File: src/plrud_pkg.sv
// Package for the partitioned LRU directory: field widths, defaults and the
// controller command type. Depends on nothing; every other file imports it.
package plrud_pkg;

   localparam int TENANT_COUNT_DEFAULT     = 4;
   localparam int SLOTS_PER_TENANT_DEFAULT = 16;
   localparam int PAGE_WIDTH_DEFAULT       = 16;

   localparam int TENANT_FIELD_WIDTH = 2;
   localparam int PAGE_FIELD_WIDTH   = 16;
   localparam int SLOT_FIELD_WIDTH   = 5;
   localparam int FAULT_WIDTH        = 32;

   localparam int QUOTA_REGS      = 4;
   localparam int QUOTA_WIDTH     = 5;
   localparam int CSR_INDEX_WIDTH = 2;
   localparam logic [QUOTA_WIDTH-1:0] QUOTA_RESET = 5'd16;

   localparam logic [CSR_INDEX_WIDTH-1:0] REG_QUOTA_TENANT0 = 2'd0;
   localparam logic [CSR_INDEX_WIDTH-1:0] REG_QUOTA_TENANT1 = 2'd1;
   localparam logic [CSR_INDEX_WIDTH-1:0] REG_QUOTA_TENANT2 = 2'd2;
   localparam logic [CSR_INDEX_WIDTH-1:0] REG_QUOTA_TENANT3 = 2'd3;

   typedef struct packed {
      logic capture;
      logic update;
   } plrud_cmd_type;

endpackage

File: src/plrud_ctrl.sv
// Controller of the partitioned LRU directory: a two-state sequencer that
// issues capture and update commands. Depends on plrud_pkg.
module plrud_ctrl
   import plrud_pkg::*;
(
   input  logic          clock,
   input  logic          reset,
   input  logic          start,
   output logic          busy,
   output plrud_cmd_type cmd
);

   localparam logic STATE_IDLE   = 1'b0;
   localparam logic STATE_UPDATE = 1'b1;

   logic state_ff;
   logic state_in;

   always_comb begin
      cmd.capture = (state_ff == STATE_IDLE) && start;
      cmd.update  = (state_ff == STATE_UPDATE);
      busy        = (state_ff != STATE_IDLE);
      unique case (state_ff)
         STATE_IDLE:   state_in = start ? STATE_UPDATE : STATE_IDLE;
         STATE_UPDATE: state_in = STATE_IDLE;
         default:      state_in = STATE_IDLE;
      endcase
   end

   always_ff @(posedge clock) begin
      if (reset) begin
         state_ff <= STATE_IDLE;
      end else begin
         state_ff <= state_in;
      end
   end

   a_capture_then_update: assert property (@(posedge clock) disable iff (reset)
      cmd.capture |=> cmd.update && busy)
      else $error("Accepted request was not followed by an update cycle.");

endmodule

File: src/plrud_datapath.sv
// Datapath of the partitioned LRU directory: quota registers, tag and rank row
// memories, fill levels, miss counters and the result register. Depends on plrud_pkg.
module plrud_datapath
   import plrud_pkg::*;
#(
   parameter int TENANT_COUNT     = TENANT_COUNT_DEFAULT,
   parameter int SLOTS_PER_TENANT = SLOTS_PER_TENANT_DEFAULT,
   parameter int PAGE_WIDTH       = PAGE_WIDTH_DEFAULT
) (
   input  logic                          clock,
   input  logic                          reset,
   input  plrud_cmd_type                 cmd,
   input  logic [TENANT_FIELD_WIDTH-1:0] req_tenant,
   input  logic [PAGE_FIELD_WIDTH-1:0]   req_page_number,
   input  logic                          csr_write_enable,
   input  logic [CSR_INDEX_WIDTH-1:0]    csr_index,
   input  logic [QUOTA_WIDTH-1:0]        csr_write_data,
   output logic                          rsp_valid,
   output logic                          rsp_hit,
   output logic [SLOT_FIELD_WIDTH-1:0]   rsp_slot_number,
   output logic                          rsp_evicted,
   output logic [PAGE_FIELD_WIDTH-1:0]   rsp_victim_page,
   output logic                          rsp_bypassed,
   output logic [FAULT_WIDTH-1:0]        rsp_fault_count
);

   localparam int TIDX_W = (TENANT_COUNT > 1) ? $clog2(TENANT_COUNT) : 1;
   localparam int SIDX_W = (SLOTS_PER_TENANT > 1) ? $clog2(SLOTS_PER_TENANT) : 1;
   localparam int RANK_W = SIDX_W;
   localparam int FILL_W = $clog2(SLOTS_PER_TENANT + 1);

   logic [QUOTA_WIDTH-1:0] quota_ff [QUOTA_REGS];

   logic [SLOTS_PER_TENANT-1:0][PAGE_WIDTH-1:0] tag_mem  [TENANT_COUNT];
   logic [SLOTS_PER_TENANT-1:0][RANK_W-1:0]     rank_mem [TENANT_COUNT];
   logic [SLOTS_PER_TENANT-1:0][PAGE_WIDTH-1:0] tag_row_ff;
   logic [SLOTS_PER_TENANT-1:0][RANK_W-1:0]     rank_row_ff;
   logic [SLOTS_PER_TENANT-1:0][PAGE_WIDTH-1:0] tag_row_in;
   logic [SLOTS_PER_TENANT-1:0][RANK_W-1:0]     rank_row_in;

   logic [FILL_W-1:0]      fill_ff [TENANT_COUNT];
   logic [FAULT_WIDTH-1:0] miss_ff [TENANT_COUNT];
   logic [FILL_W-1:0]      fill_in;
   logic [FAULT_WIDTH-1:0] miss_in;

   logic                          in_range_ff;
   logic [TIDX_W-1:0]             tidx_ff;
   logic [TENANT_FIELD_WIDTH-1:0] tenant_ff;
   logic [PAGE_WIDTH-1:0]         page_ff;

   logic                  req_in_range;
   logic [TIDX_W-1:0]     req_tidx;
   logic [FILL_W-1:0]     fill_cur;
   logic [FILL_W-1:0]     quota_cur;
   logic [FAULT_WIDTH-1:0] miss_cur;
   logic                  quota_zero;
   logic                  full;
   logic                  hit_found;
   logic [SIDX_W-1:0]     hit_slot;
   logic [SIDX_W-1:0]     lru_slot;
   logic                  hit;
   logic                  evict;
   logic                  fill_new;
   logic [SIDX_W-1:0]     sel_slot;
   logic [RANK_W-1:0]     age_limit;
   logic                  age_all;
   logic                  row_write;

   logic                        rsp_valid_ff;
   logic                        rsp_hit_ff;
   logic [SLOT_FIELD_WIDTH-1:0] rsp_slot_number_ff;
   logic                        rsp_evicted_ff;
   logic [PAGE_FIELD_WIDTH-1:0] rsp_victim_page_ff;
   logic                        rsp_bypassed_ff;
   logic [FAULT_WIDTH-1:0]      rsp_fault_count_ff;

   assign req_in_range = (32'(req_tenant) < TENANT_COUNT) && (32'(req_tenant) < QUOTA_REGS);
   assign req_tidx     = req_in_range ? TIDX_W'(32'(req_tenant)) : '0;

   always_ff @(posedge clock) begin
      if (reset) begin
         quota_ff[0] <= QUOTA_RESET;
         quota_ff[1] <= QUOTA_RESET;
         quota_ff[2] <= QUOTA_RESET;
         quota_ff[3] <= QUOTA_RESET;
      end else if (csr_write_enable) begin
         unique case (csr_index)
            REG_QUOTA_TENANT0: quota_ff[0] <= csr_write_data;
            REG_QUOTA_TENANT1: quota_ff[1] <= csr_write_data;
            REG_QUOTA_TENANT2: quota_ff[2] <= csr_write_data;
            REG_QUOTA_TENANT3: quota_ff[3] <= csr_write_data;
            default: ;
         endcase
      end
   end

   always_ff @(posedge clock) begin
      if (cmd.capture) begin
         in_range_ff <= req_in_range;
         tidx_ff     <= req_tidx;
         tenant_ff   <= req_tenant;
         page_ff     <= PAGE_WIDTH'(32'(req_page_number));
         tag_row_ff  <= tag_mem[req_tidx];
         rank_row_ff <= rank_mem[req_tidx];
      end
      if (row_write) begin
         tag_mem[tidx_ff]  <= tag_row_in;
         rank_mem[tidx_ff] <= rank_row_in;
      end
   end

   always_comb begin
      fill_cur   = fill_ff[tidx_ff];
      miss_cur   = miss_ff[tidx_ff];
      quota_cur  = (32'(quota_ff[tenant_ff]) > SLOTS_PER_TENANT) ?
                   FILL_W'(SLOTS_PER_TENANT) : FILL_W'(32'(quota_ff[tenant_ff]));
      quota_zero = (quota_cur == '0);
      full       = (fill_cur >= quota_cur);

      hit_found = 1'b0;
      hit_slot  = '0;
      lru_slot  = '0;
      for (int i = SLOTS_PER_TENANT - 1; i >= 0; i--) begin
         if ((i < 32'(fill_cur)) && (tag_row_ff[i] == page_ff)) begin
            hit_found = 1'b1;
            hit_slot  = SIDX_W'(i);
         end
         if ((i < 32'(fill_cur)) && (32'(rank_row_ff[i]) == 32'(fill_cur) - 32'd1)) begin
            lru_slot = SIDX_W'(i);
         end
      end

      hit      = hit_found && !quota_zero;
      evict    = !hit_found && !quota_zero && full;
      fill_new = !hit_found && !quota_zero && !full;
      age_all  = fill_new;

      priority if (hit) begin
         sel_slot  = hit_slot;
         age_limit = rank_row_ff[hit_slot];
      end else if (evict) begin
         sel_slot  = lru_slot;
         age_limit = rank_row_ff[lru_slot];
      end else begin
         sel_slot  = SIDX_W'(32'(fill_cur));
         age_limit = '0;
      end

      tag_row_in  = tag_row_ff;
      rank_row_in = rank_row_ff;
      for (int i = 0; i < SLOTS_PER_TENANT; i++) begin
         if ((i < 32'(fill_cur)) && (age_all || (rank_row_ff[i] < age_limit))) begin
            rank_row_in[i] = rank_row_ff[i] + RANK_W'(1);
         end
      end
      rank_row_in[sel_slot] = '0;
      if (!hit) begin
         tag_row_in[sel_slot] = page_ff;
      end

      row_write = cmd.update && in_range_ff && !quota_zero;
      fill_in   = fill_new ? fill_cur + FILL_W'(1) : fill_cur;
      miss_in   = (!hit && (miss_cur != '1)) ? miss_cur + FAULT_WIDTH'(1) : miss_cur;
   end

   always_ff @(posedge clock) begin
      if (reset) begin
         for (int t = 0; t < TENANT_COUNT; t++) begin
            fill_ff[t] <= '0;
            miss_ff[t] <= '0;
         end
      end else if (cmd.update && in_range_ff) begin
         fill_ff[tidx_ff] <= fill_in;
         miss_ff[tidx_ff] <= miss_in;
      end
   end

   always_ff @(posedge clock) begin
      if (reset) begin
         rsp_valid_ff <= 1'b0;
      end else begin
         rsp_valid_ff <= cmd.update;
      end
   end

   always_ff @(posedge clock) begin
      if (cmd.update) begin
         if (in_range_ff && !quota_zero) begin
            rsp_hit_ff         <= hit;
            rsp_slot_number_ff <= SLOT_FIELD_WIDTH'(32'(sel_slot) + 32'd1);
            rsp_evicted_ff     <= evict;
            rsp_victim_page_ff <= evict ? PAGE_FIELD_WIDTH'(32'(tag_row_ff[lru_slot])) : '0;
            rsp_bypassed_ff    <= 1'b0;
         end else begin
            rsp_hit_ff         <= 1'b0;
            rsp_slot_number_ff <= '0;
            rsp_evicted_ff     <= 1'b0;
            rsp_victim_page_ff <= '0;
            rsp_bypassed_ff    <= 1'b1;
         end
         rsp_fault_count_ff <= in_range_ff ? miss_in : '0;
      end
   end

   assign rsp_valid       = rsp_valid_ff;
   assign rsp_hit         = rsp_hit_ff;
   assign rsp_slot_number = rsp_slot_number_ff;
   assign rsp_evicted     = rsp_evicted_ff;
   assign rsp_victim_page = rsp_victim_page_ff;
   assign rsp_bypassed    = rsp_bypassed_ff;
   assign rsp_fault_count = rsp_fault_count_ff;

   a_update_gives_result: assert property (@(posedge clock) disable iff (reset)
      cmd.update |=> rsp_valid_ff)
      else $error("Update cycle did not produce a result.");

   a_hit_excludes_evict: assert property (@(posedge clock) disable iff (reset)
      rsp_valid_ff && rsp_hit_ff |-> !rsp_evicted_ff && !rsp_bypassed_ff)
      else $error("A hit was also reported as an eviction or a bypass.");

   a_bypass_has_no_slot: assert property (@(posedge clock) disable iff (reset)
      rsp_valid_ff && rsp_bypassed_ff |-> (rsp_slot_number_ff == '0) && !rsp_evicted_ff)
      else $error("A bypassed request reported a slot or an eviction.");

endmodule

File: src/partitioned_lru_directory.sv
// Top level of the partitioned LRU directory: joins the controller and the
// datapath. Depends on plrud_pkg, plrud_ctrl and plrud_datapath.
//
// A request (req_tenant, req_page_number) is taken at a rising edge where start
// is high and busy is low. The tenant's tag and rank row is read from the row
// memory at that edge and updated in the following cycle. The result is
// registered at the end of that update cycle and is marked on the rsp_ ports by
// rsp_valid, which is high for exactly one cycle. busy is high for the one update
// cycle after each request, and no new request is taken while busy is high; the
// pace is set by the single read-modify-write of the tenant's row, and the result
// register lets the next request enter while the previous result is on the ports.
// Quota registers are to be written through csr_write_enable, csr_index and
// csr_write_data only while the block is idle; the block does not enforce this.
// Reset is synchronous and active high: it sets every quota to 16 and clears
// the fill levels, the miss counters and the controller; the row memories need
// no clearing since only filled slots are read. The receiver cannot stall:
// each result must be taken in its one cycle.
module partitioned_lru_directory
   import plrud_pkg::*;
#(
   parameter int TENANT_COUNT     = TENANT_COUNT_DEFAULT,
   parameter int SLOTS_PER_TENANT = SLOTS_PER_TENANT_DEFAULT,
   parameter int PAGE_WIDTH       = PAGE_WIDTH_DEFAULT
) (
   input  logic                          clock,
   input  logic                          reset,
   input  logic                          start,
   output logic                          busy,
   input  logic [TENANT_FIELD_WIDTH-1:0] req_tenant,
   input  logic [PAGE_FIELD_WIDTH-1:0]   req_page_number,
   output logic                          rsp_valid,
   output logic                          rsp_hit,
   output logic [SLOT_FIELD_WIDTH-1:0]   rsp_slot_number,
   output logic                          rsp_evicted,
   output logic [PAGE_FIELD_WIDTH-1:0]   rsp_victim_page,
   output logic                          rsp_bypassed,
   output logic [FAULT_WIDTH-1:0]        rsp_fault_count,
   input  logic                          csr_write_enable,
   input  logic [CSR_INDEX_WIDTH-1:0]    csr_index,
   input  logic [QUOTA_WIDTH-1:0]        csr_write_data
);

   plrud_cmd_type cmd;

   plrud_ctrl u_ctrl (
      .clock (clock),
      .reset (reset),
      .start (start),
      .busy  (busy),
      .cmd   (cmd)
   );

   plrud_datapath #(
      .TENANT_COUNT     (TENANT_COUNT),
      .SLOTS_PER_TENANT (SLOTS_PER_TENANT),
      .PAGE_WIDTH       (PAGE_WIDTH)
   ) u_datapath (
      .clock            (clock),
      .reset            (reset),
      .cmd              (cmd),
      .req_tenant       (req_tenant),
      .req_page_number  (req_page_number),
      .csr_write_enable (csr_write_enable),
      .csr_index        (csr_index),
      .csr_write_data   (csr_write_data),
      .rsp_valid        (rsp_valid),
      .rsp_hit          (rsp_hit),
      .rsp_slot_number  (rsp_slot_number),
      .rsp_evicted      (rsp_evicted),
      .rsp_victim_page  (rsp_victim_page),
      .rsp_bypassed     (rsp_bypassed),
      .rsp_fault_count  (rsp_fault_count)
   );

endmodule

File: config.mk
export PLATFORM = sky130hd
export DESIGN_NAME = partitioned_lru_directory
export DESIGN_NICKNAME = d
export VERILOG_FILES = /design/src/plrud_pkg.sv /design/src/plrud_ctrl.sv /design/src/plrud_datapath.sv /design/src/partitioned_lru_directory.sv
export SDC_FILE = /design/constraint.sdc
export NUM_CORES = 2
export LEC_CHECK = 0
export ABC_AREA = 1
export BUFFER_PORTS_ARGS = -buffer_cell sky130_fd_sc_hd__buf_2
export CORE_ASPECT_RATIO = 1.25
export CORE_MARGIN = 2
export CORE_UTILIZATION = 55
export CTS_CLUSTER_DIAMETER = 40
export CTS_CLUSTER_SIZE = 30
export DETAILED_ROUTE_END_ITERATION = 8
export MAX_ROUTING_LAYER = met4
export PLACE_DENSITY_LB_ADDON = 0.1
export SLEW_MARGIN = 20
export SYNTH_ARGS = -nofsm -noshare
export SYNTH_HDL_FRONTEND = slang
export SYNTH_HIERARCHICAL = 1
export SYNTH_SLANG_ARGS = --single-unit
File: constraint.sdc
create_clock -name clock -period 39 [get_ports clock]
set_input_delay 7.8 -clock clock [delete_from_list [all_inputs] [get_ports clock]]
set_output_delay 7.8 -clock clock [all_outputs]
set_load 0.005 [all_outputs]
==> results.yml <==
outcome:
  status: "complete, no violations"
clocking:
  post_cts_buffers: 0
  cts.sinks: 1846
  clkSlewWorstSetupHoldPaths_ps: 80
  cts_resized: 0
  h-tree-depth: 4
  postCtsHoldBufs: 0
  cts_tree: "yes"
  cts_root_buf: "clkbuf_16"
  cts_buffers: 189
  clock_path_buffers: 3
  clkLatencyLatePin_ps: 850
setup_path:
  cp.required_ps: 39680
  rrSetupSlack_ps: 30070
  worstSetupPathType: "in -> reg"
  critPathSlowestCell: "buf_4"
  arrival_ps: 11360
  startpoint_type: "input port"
  crit_fanout: 87
  startpoint: "req_tenant[0]"
  cp-end-kind: "flip-flop"
  timing.rr.end: "u_datapath/rank_mem[2][53]$_DFFE_PP_"
  path_common_cell: "buf_4"
  crit_chain: "buf_8, buf_4, buf_4, buf_4, o21ai_0, o22ai_1"
  max_stage_delay_ps: 870
  reg2reg_depth: 38
worst_hold_path:
  min-delay-start: "u_datapath/tag_mem[0][136]$_DFFE_PP_"
  hold_depth: 2
  hp-class: "reg -> reg"
  worstHoldEndpoint: "u_datapath/tag_row_ff[136]$_DFFE_PP_"
power_and_ir_drop:
  peakVddDrop_v: 0.0000525
  p_comb_share_pct: 20.2
  power_mw: 5.42
  power_leakage_nw: 32.7
  p_sw_share_pct: 32.2
  clkPwrFrac_pct: 34.6
  power_density_mw_per_mm2: 59.2
  internal_power_mw: 3.67
  p_seq_share_pct: 45.1
  switching_power_mw: 1.75
synth:
  ys.flop_type: "edfxtp_1"
  yosysWarnings: 6
  yosysMostFrequentCell: "edfxtp_1"
  ys_types: 65
  postSynthAreaPerCell_sq_um: 11.0
  synth_nets: 7640
  synth.area.top_cells: "edfxtp_1 (67%), nand2_1 (5.1%), o21ai_0 (5.0%), nor2_1 (4.9%), o22ai_1 (2.6%)"
  synth_cells: 7566
  yosysTopAreaCellShare_pct: 66.7
  seq_area_frac_synth_pct: 66.8
  synth_area_sq_mm: 0.0829
  synth_edf_count: 1842
  yosysTopAreaCell: "edfxtp_1"
  synth_commonest_cells: "edfxtp_1 (1842), nand2_1 (1132), nor2_1 (1087)"
  ys_async_sr_fraction_pct: 0
  synth_seq_cells: 1846
timing:
  finalSetupViolCount: 0
  period_share_pct: 27.4
  fin_crit_ps: 10680
  hold_violations: 0
  max_freq_mhz: 93.6
  worst_pin_slew_ps: 1250
  tns_ps: 0
  layout_setup_ws_ps: 28320
  slew_viol_final: 0
  relSlewSlack_pct: 16.4
  fin_hold_ws_ps: 573
  skew_ps: 37.8
  rsz0062_at_grt: "no"
layout:
  final_layout_size_suffix_gt1_share_pct: 9.67
  fin_area_sq_mm: 0.0915
  seq_area_sq_mm: 0.0554
  post-route-util_pct: 61.0
  final_cells: 9655
  n_fill_cell: 12200
  nets: 7550
  syn_to_final_growth_pct: 10.4
  multi_input_area_sq_mm: 0.0240
routing:
  drtIter0Drc: 6872
  avgRoutedWirePerCell_um: 25.4
  vias_per_cell: 6.13
  firstDrtPassIters: 7
  routed_wl_mm: 245
  drcViolationCount: 0
  vias: 59200
  antenna_left: 0
grt:
  grt_pass1_wl_mm: 359
  antenna_found_initial: 6
  track_usage_pct: 32.5
  grt_max_degree: 243
  grt_pass1_vias: 56100
  grt-ovfl-total: 0
placement:
  hpwl_mm: 145
  placed_area_sq_mm: 0.0849
  dp_slack_ps: 27540
  globalplace.congestion: 0.961
  port-buffer-count: 86
  place_inst: 9297
die:
  initial_core_util_pct: 55.3
  core_sq_mm: 0.150
  die_w_um: 351
  row_count: 159
  boundaryPins: 87
  die_area_sq_mm: 0.154
  fp.dieH_um: 438
job:
  drv_cap: 0
==> power groups by stage <==
stage / sequential (mW) / combinational [mW] / clock [mW]
4_1_cts: 2.44 / 1.07 / 1.90
3_5_place_dp: 2.49 / 1.07 / 0
5_1_grt: 2.45 / 1.18 / 1.98
3_3_place_gp: 2.48 / 1.05 / 0
6_report: 2.44 / 1.10 / 1.88
2_1_floorplan: 2.49 / 0.696 / 0
==> worst max-delay path by stage <==
stage	to	slack, ps	depth (start not counted)
after floorplan	u_datapath/rank_mem[2][0]$_DFFE_PP_	14410	10
after global placement	u_datapath/tag_row_ff[1]$_DFFE_PP_	27640	7
after detailed placement	u_datapath/tag_row_ff[9]$_DFFE_PP_	27540	6
after CTS	u_datapath/tag_row_ff[9]$_DFFE_PP_	28470	6
after global routing	u_datapath/tag_row_ff[9]$_DFFE_PP_	28190	6
final	u_datapath/tag_row_ff[181]$_DFFE_PP_	28320	6
==> metal layers <==
metal	vias up	GRT usage, %	part of all wire (%)
met5	-	-	0
met4	0	17.2	5.9
met3	659	4.86	7.8
met2	2762	51.4	48
met1	29100	40.7	38
li1	26700	-	-
==> cell families after synthesis <==
kind of cell / after synthesis / synth area share (%)
AND/OR/NAND/NOR: 2861 / 14.7
flip-flops: 1846 / 66.8
AO/OA/AOI/OAI: 1722 / 11.5
buffers and inverters: 901 / 4.36
XOR/XNOR: 191 / 2.03
adder cells (fa/ha/maj): 45 / 0.679
==> flip-flops by register name, summed over array words and instances, names as in the netlist, named ones only <==
| signal | flops |
|---|---|
| u_ctrl/busy | 1 |
| u_datapath/fill_ff | 20 |
| u_datapath/miss_ff | 128 |
| u_datapath/page_ff | 16 |
| u_datapath/quota_ff | 20 |
| u_datapath/rank_mem | 256 |
| u_datapath/rank_row_ff | 64 |
| u_datapath/rsp_bypassed | 1 |
| u_datapath/rsp_evicted | 1 |
| u_datapath/rsp_fault_count | 32 |
| u_datapath/rsp_hit | 1 |
| u_datapath/rsp_slot_number | 5 |
| u_datapath/rsp_valid | 1 |
| u_datapath/rsp_victim_page | 16 |
| u_datapath/tag_mem | 1024 |
| u_datapath/tag_row_ff | 256 |
| u_datapath/tenant_ff | 2 |
==> layout by cell type (no fill, tap or decap), types with 13 or more instances in the layout <==
cell,synthesis,final
clkinv_2,0,15
buf_2,89,84
ha_1,45,45
xor2_1,99,99
nor2_4,16,17
inv_2,19,21
nand3_1,325,324
clkinv_4,0,19
inv_1,388,382
o22ai_1,339,339
o21bai_1,16,16
xnor2_1,91,91
clkinv_8,0,21
nor2_1,1087,1086
nand4_1,81,81
a21oi_1,169,168
clkbuf_16,0,196
clkinv_1,10,24
nand2_2,48,48
edfxtp_1,1842,1842
or2_2,46,46
a32oi_1,25,25
nand2_1,1132,1130
o211ai_1,45,45
o21ai_0,827,827
nor3_1,40,37
inv_6,0,34
inv_8,0,24
o21ai_1,251,251
nor4_1,32,32
nand3_2,12,13
buf_4,9,107
==> worst max-delay path, delay by kind of cell <==
family | cells | cell delay (ps)
buffers and inverters | 4 | 2860
AO/OA/AOI/OAI | 2 | 480
==> area by class of cell <==
| cell class | instances | area share, % |
|---|---|---|
| tap | 2012 | 2.75 |
| multi-input combinational | 4819 | 26.2 |
| clock buffer | 201 | 5.38 |
| sequential | 1846 | 60.5 |
| timing repair buffer | 202 | 1.57 |
| clock inverter | 153 | 1.82 |
| inverter | 418 | 1.74 |
| antenna | 4 | 0.0109 |
(Power assumes the default switching activity.)
